## config.mk

```make
export PLATFORM = sky130hd
export DESIGN_NAME = tcw_controller
export DESIGN_NICKNAME = d
export VERILOG_FILES = /design/src/hdl/tcw_pkg.sv /design/src/hdl/tcw_controller.sv
export SDC_FILE = /design/constraint.sdc
export NUM_CORES = 1
export LEC_CHECK = 0
export BUFFER_PORTS_ARGS = -buffer_cell sky130_fd_sc_hd__buf_2
export CAP_MARGIN = 10
export CELL_PAD_IN_SITES_DETAIL_PLACEMENT = 0
export CELL_PAD_IN_SITES_GLOBAL_PLACEMENT = 1
export CORE_UTILIZATION = 22
export DETAILED_ROUTE_END_ITERATION = 6
export PLACE_DENSITY = 0.69
export SETUP_SLACK_MARGIN = 0.1
export SLEW_MARGIN = 5
export SYNTH_ARGS = -nofsm -noshare
export SYNTH_HDL_FRONTEND = slang
export SYNTH_SLANG_ARGS = --single-unit
```

## constraint.sdc

```tcl
create_clock -name clk_i -period 1.7 [get_ports clk_i]
set_input_delay 0.085 -clock clk_i [delete_from_list [all_inputs] [get_ports clk_i]]
set_output_delay 0.085 -clock clk_i [all_outputs]
set_load 0.02 [all_outputs]
```

## src/hdl/tcw_pkg.sv

```systemverilog
// Shared constants, codes and controller/datapath interface types of the text console writer.
package tcw_pkg;

  localparam int SCREEN_WIDTH  = 80;
  localparam int SCREEN_HEIGHT = 25;
  localparam int CELL_COUNT    = SCREEN_WIDTH * SCREEN_HEIGHT;
  localparam int COPY_COUNT    = SCREEN_WIDTH * (SCREEN_HEIGHT - 1);

  localparam int ADDR_W = $clog2(CELL_COUNT);
  localparam int ROW_W  = $clog2(SCREEN_HEIGHT);
  localparam int COL_W  = $clog2(SCREEN_WIDTH);

  localparam int CMD_W      = 2;
  localparam int CHAR_W     = 8;
  localparam int INDEX_W    = 11;
  localparam int POS_W      = 11;
  localparam int ATTR_W     = 8;
  localparam int COLOR_W    = 4;
  localparam int CELL_W     = 16;
  localparam int CFG_IDX_W  = 8;
  localparam int CFG_DATA_W = 8;

  localparam int IN_TDATA_W  = 24;
  localparam int OUT_TDATA_W = 32;

  localparam logic [CHAR_W-1:0]  NEWLINE_CODE = 8'h0A;
  localparam logic [CHAR_W-1:0]  BLANK_CODE   = 8'h20;
  localparam logic [CELL_W-1:0]  RESET_CELL   = 16'h0F20;
  localparam logic [COLOR_W-1:0] FG_RESET     = 4'hF;
  localparam logic [COLOR_W-1:0] BG_RESET     = 4'h0;

  localparam logic [CFG_IDX_W-1:0] REG_FOREGROUND = 8'd0;
  localparam logic [CFG_IDX_W-1:0] REG_BACKGROUND = 8'd1;

  typedef enum logic [CMD_W-1:0] {
    CMD_PUT   = 2'd0,
    CMD_BS    = 2'd1,
    CMD_CLEAR = 2'd2,
    CMD_READ  = 2'd3
  } cmd_e;

  typedef enum logic [1:0] {
    SW_RESET  = 2'd0,
    SW_CLEAR  = 2'd1,
    SW_SCROLL = 2'd2
  } sweep_kind_e;

  typedef struct packed {
    logic        put_wr;
    logic        new_line;
    logic        back_space;
    logic        home;
    logic        sweep_en;
    sweep_kind_e sweep_kind;
    logic        rd_capture;
    logic        res_load;
    logic        res_rd;
  } dp_cmd_t;

  typedef struct packed {
    logic col_last;
    logic row_last;
    logic at_origin;
    logic sweep_last;
    logic out_valid;
  } dp_stat_t;

endpackage

```

## src/hdl/tcw_controller.sv

```systemverilog
// Command sequencer: decodes words, runs scroll/clear/reset sweeps, issues result loads.
module tcw_controller import tcw_pkg::*; (
  input  logic              clk_i,
  input  logic              rst_ni,
  input  logic              in_valid_i,
  output logic              in_ready_o,
  input  cmd_e              in_cmd_i,
  input  logic [CHAR_W-1:0] in_char_i,
  input  logic              out_ready_i,
  input  dp_stat_t          stat_i,
  output dp_cmd_t           cmd_o
);

  typedef enum logic [2:0] {
    ST_IDLE,
    ST_DONE,
    ST_READ,
    ST_SWEEP,
    ST_FLUSH
  } state_e;

  state_e      state_q, state_d;
  sweep_kind_e kind_q, kind_d;
  logic        accept;
  logic        res_room;

  assign in_ready_o = (state_q == ST_IDLE);
  assign accept     = in_valid_i && in_ready_o;
  // output register is free or empties at this edge
  assign res_room   = !stat_i.out_valid || out_ready_i;

  always_comb begin
    state_d = state_q;
    kind_d  = kind_q;
    cmd_o   = '0;
    cmd_o.sweep_kind = kind_q;
    case (state_q)
      ST_IDLE: begin
        if (accept) begin
          state_d = ST_DONE;
          case (in_cmd_i)
            CMD_PUT: begin
              if (in_char_i == NEWLINE_CODE) begin
                cmd_o.new_line = 1'b1;
                if (stat_i.row_last) begin
                  state_d = ST_SWEEP;
                  kind_d  = SW_SCROLL;
                end
              end else begin
                cmd_o.put_wr = 1'b1;
                if (stat_i.col_last && stat_i.row_last) begin
                  state_d = ST_SWEEP;
                  kind_d  = SW_SCROLL;
                end
              end
            end
            CMD_BS: begin
              cmd_o.back_space = 1'b1;
            end
            CMD_CLEAR: begin
              cmd_o.home = 1'b1;
              state_d    = ST_SWEEP;
              kind_d     = SW_CLEAR;
            end
            CMD_READ: begin
              cmd_o.rd_capture = 1'b1;
              state_d          = ST_READ;
            end
            default: begin
              state_d = ST_DONE;
            end
          endcase
        end
      end
      ST_DONE: begin
        if (res_room) begin
          cmd_o.res_load = 1'b1;
          state_d        = ST_IDLE;
        end
      end
      ST_READ: begin
        if (res_room) begin
          cmd_o.res_load = 1'b1;
          cmd_o.res_rd   = 1'b1;
          state_d        = ST_IDLE;
        end
      end
      ST_SWEEP: begin
        cmd_o.sweep_en = 1'b1;
        if (stat_i.sweep_last) begin
          state_d = ST_FLUSH;
        end
      end
      ST_FLUSH: begin
        // last sweep write retires as this state is entered; the power-on fill has no result
        if (kind_q == SW_RESET) begin
          state_d = ST_IDLE;
        end else if (res_room) begin
          cmd_o.res_load = 1'b1;
          state_d        = ST_IDLE;
        end
      end
      default: begin
        state_d = ST_IDLE;
      end
    endcase
  end

  always_ff @(posedge clk_i or negedge rst_ni) begin
    if (!rst_ni) begin
      state_q <= ST_SWEEP;
      kind_q  <= SW_RESET;
    end else begin
      state_q <= state_d;
      kind_q  <= kind_d;
    end
  end

endmodule

```

==> impl_metrics.xml <==
<?xml version="1.0" encoding="UTF-8"?>
<metrics>
  <group name="run_status">
    <metric name="status" unit="">finished with violations</metric>
    <metric name="violations_in_the_final_reports" unit="">negative setup slack</metric>
  </group>
  <group name="critical_path">
    <metric name="crit_fanout" unit="">5</metric>
    <metric name="startpoint_type" unit="">register</metric>
    <metric name="cp.required" unit="ns">1.62</metric>
    <metric name="timing_worst_setup_path_type" unit="">register to output port</metric>
    <metric name="worst_r2r_endpoint" unit="">kind_q[0]</metric>
    <metric name="timing.reg2reg.setup_slack" unit="ns">0</metric>
    <metric name="worstPathArrival" unit="ns">1.66</metric>
    <metric name="ff2ff_path_depth" unit="">3</metric>
    <metric name="beginning_of_the_worst_register_to_register_path" unit="">state_q[0]</metric>
    <metric name="end_kind" unit="">output port</metric>
  </group>
  <group name="timing">
    <metric name="worst_slack" unit="ns">-0.0443</metric>
    <metric name="worst_pin_slew" unit="ns">0.762</metric>
    <metric name="hold_viol_final" unit="">0</metric>
    <metric name="worst_slew_margin_rel" unit="">0.485</metric>
    <metric name="slew_viol_final" unit="">0</metric>
    <metric name="fin_worst_skew" unit="ns">0.00146</metric>
    <metric name="layout_worst_path_cycle_share" unit="">1.03</metric>
    <metric name="min_period" unit="ns">1.74</metric>
    <metric name="grt_setup_unrepaired" unit="">true</metric>
    <metric name="maxClockFrequency" unit="MHz">573</metric>
    <metric name="final-setup-viol-count" unit="">4</metric>
    <metric name="fin_tns_setup" unit="ns">-0.0951</metric>
  </group>
  <group name="clock_tree">
    <metric name="clock_tree.buffer_depth" unit="">2</metric>
    <metric name="cts.reportedPaths.clkPinSlew" unit="ns">0.04</metric>
    <metric name="cts_made_buffers" unit="">3</metric>
    <metric name="clockRootBuffer" unit="">clkbuf_4</metric>
    <metric name="htree_levels" unit="">1</metric>
    <metric name="clock_sinks" unit="">5</metric>
    <metric name="cts_tree" unit="">done</metric>
    <metric name="clkLatencyLatePin" unit="ns">0.24</metric>
  </group>
  <group name="yosys">
    <metric name="synth_seq_area_share" unit="">0.320</metric>
    <metric name="syn_area_per_cell" unit="um2">8.68</metric>
    <metric name="ffs_w_async_s_r_synth" unit="">1.00</metric>
    <metric name="synth_seq_cells" unit="">5</metric>
    <metric name="number_of_synthesized_flops_with_an_enable_pin" unit="">0</metric>
    <metric name="syn_nets" unit="">65</metric>
    <metric name="synth_top_flop_cell" unit="">dfrtp_1</metric>
    <metric name="synth_mux_area_frac" unit="">0.0251</metric>
    <metric name="yosys.area_share.xor_xnor" unit="">0.0219</metric>
    <metric name="synthCells" unit="">46</metric>
    <metric name="synth_cell_type_count" unit="">28</metric>
    <metric name="mappedNetlistArea" unit="um2">399</metric>
    <metric name="synth-adder-area-share" unit="">0</metric>
    <metric name="area_fraction_in_compound_gates_after_synthesis" unit="">0.185</metric>
    <metric name="largest_family_of_logic_cells_by_synthesized_area" unit="">simple AND/OR/NAND/NOR gates</metric>
    <metric name="yosysWarnings" unit="">0</metric>
    <metric name="synthSimpleGateAreaFrac" unit="">0.367</metric>
  </group>
  <group name="power">
    <metric name="vdd_drop_max" unit="V">0.000684</metric>
    <metric name="power.density_cell_area" unit="nW/um2">1100</metric>
    <metric name="power_leakage" unit="nW">0.310</metric>
  </group>
  <group name="placement">
    <metric name="globalplace.congestion" unit="">0.686</metric>
    <metric name="detailed_place_hpwl" unit="um">860</metric>
    <metric name="place_area" unit="um2">597</metric>
    <metric name="total_of_buffers_placed_on_input_and_output_ports" unit="">28</metric>
  </group>
  <group name="cells_and_area">
    <metric name="post-route-util" unit="">0.407</metric>
    <metric name="final_design_area_no_fill" unit="um2">694</metric>
    <metric name="syn2layout_area_growth" unit="%">74.0</metric>
    <metric name="most-common-layout-cells" unit="">buf_2 (23), buf_4 (8), nand2_1 (4)</metric>
    <metric name="design.final.nets" unit="">101</metric>
    <metric name="layout.cells.most_common" unit="">buf_2</metric>
    <metric name="fillerInstances" unit="">181</metric>
    <metric name="antennaDiodeCount" unit="">0</metric>
    <metric name="post_route_cells_drive_above_1_share" unit="">0.556</metric>
  </group>
  <group name="drt">
    <metric name="viasPerCell" unit="">4.50</metric>
    <metric name="detail_route.wirelength" unit="mm">1.14</metric>
    <metric name="dr_total_vias" unit="">477</metric>
    <metric name="drt-pass1-iter-count" unit="">3</metric>
    <metric name="drt_drc_violations_left" unit="">0</metric>
    <metric name="drt-wirelength-per-cell" unit="um">10.7</metric>
    <metric name="drt_first_iter_violations" unit="">4</metric>
    <metric name="postRouteAntennaNets" unit="">0</metric>
  </group>
  <group name="job">
    <metric name="max_cap_viol_count" unit="">0</metric>
  </group>
  <group name="min_path">
    <metric name="hold_class" unit="">input port to register</metric>
    <metric name="hold_start" unit="">stat_i[1]</metric>
    <metric name="hold_path_depth" unit="">2</metric>
    <metric name="min_to" unit="">state_q[2]</metric>
  </group>
  <group name="global_route">
    <metric name="first_global_vias" unit="">441</metric>
    <metric name="maximum_number_of_pins_on_one_net_before_global_route_repair" unit="">10</metric>
    <metric name="grt-ovfl-total" unit="">0</metric>
    <metric name="gr-usage-all-layers" unit="">0.121</metric>
    <metric name="grt_pass1_wl" unit="mm">1.75</metric>
    <metric name="grt_antenna_before_repair" unit="">0</metric>
  </group>
  <group name="floorplanning">
    <metric name="die_y" unit="um">44.6</metric>
    <metric name="num_rows" unit="">15</metric>
    <metric name="die-width" unit="um">44.6</metric>
    <metric name="design.die.area" unit="um2">1990</metric>
    <metric name="floorplan.initialDensity" unit="">0.234</metric>
    <metric name="core_area" unit="um2">1710</metric>
    <metric name="io_pins" unit="">30</metric>
  </group>
</metrics>
==> where the power goes <==
| group | leakage, nW | switching [mW] | internal [mW] |
|---|---|---|---|
| logic | 0.237 | 0.237 | 0.198 |
| clock network | 0.0150 | 0.0453 | 0.0885 |
| registers | 0.0579 | 0.0263 | 0.169 |
| total | 0.310 | 0.308 | 0.456 |
==> sequential cells by signal (all words and copies together) (netlist names) <==
| name | cells |
|---|---|
| state_q | 3 |
| kind_q | 2 |
==> worst max path at each step <==
stage | depth (start not counted) | start | to | slack, ns
global placement | 3 | state_q[2] | kind_q[0] | 0.02
detailed placement | 3 | state_q[2] | kind_q[0] | -0.003
global route | 4 | state_q[0] | cmd_o[9] | -0.09
floorplan | 5 | state_q[0] | kind_q[0] | -0.17
CTS | 4 | state_q[1] | cmd_o[9] | -0.06
finish | 4 | state_q[0] | cmd_o[9] | -0.04
==> worst max-delay path, stage by stage (launching register included) <==
cell and delay, ns:
dfstp_2 0.36, or4b_4 0.54, buf_6 0.16, a2111oi_4 0.17
buf_4 0.19
==> area by class of cell <==
type / instances / area, um2 / share of cell area
inverters: 3 / 11.3 / 0.0162
multi-input cells: 35 / 290 / 0.418
flip-flops and latches: 5 / 128 / 0.184
well taps: 25 / 31.3 / 0.0450
repair buffers: 34 / 208 / 0.299
clock buffers: 4 / 26.3 / 0.0378
==> cell families after synthesis <==
logic type             count (synthesis)
multiplexers                           1
AO/OA/AOI/OAI                         10
flip-flops                             5
buffers and inverters                  6
AND/OR/NAND/NOR                       23
XOR/XNOR                               1
==> layer usage <==
metal  part of all wire  up-vias  GRT usage
li1                   -      243          -
met1               0.41      225      0.130
met2               0.55        7      0.232
met3              0.020        2     0.0163
met4              0.016        0     0.0545
met5                  0        -          0
==> per-stage QoR <==
step / power, mW / instances / worst slack, ns / hold WS, ns
floorplan: 0.482 / 46 / -0.171 / -0.211
global placement: 0.589 / 100 / 0.0211 / -0.101
detailed placement: 0.588 / 100 / -0.00252 / -0.101
CTS: 0.773 / 106 / -0.0638 / 0.118
global route: 0.822 / 106 / -0.0933 / 0.105
finish: 0.764 / 106 / -0.0443 / 0.116
==> synth_stat cells (2+ instances only) <==
cell type,number,share of area
nor2_1,3,0.028
dfrtp_1,3,0.19
nor2b_1,2,0.031
inv_1,3,0.028
nor3_1,2,0.025
buf_2,2,0.025
nor3b_1,3,0.056
nor4_1,2,0.031
a32o_1,2,0.050
o21ai_0,2,0.025
dfstp_2,2,0.13
nand2_1,4,0.038
==> timing repair <==
| action | 4_1_cts | 5_1_grt |
|---|---|---|
| hold buffers | 1 | 0 |
| setup buffers | 1 | 0 |
| resized for setup | 12 | 0 |
| hold endpoints to repair | 5 | 0 |
| setup endpoints to repair | 7 | 7 |
| pin swaps | 3 | 2 |
Note: power is estimated with default switching activity, not from simulation.
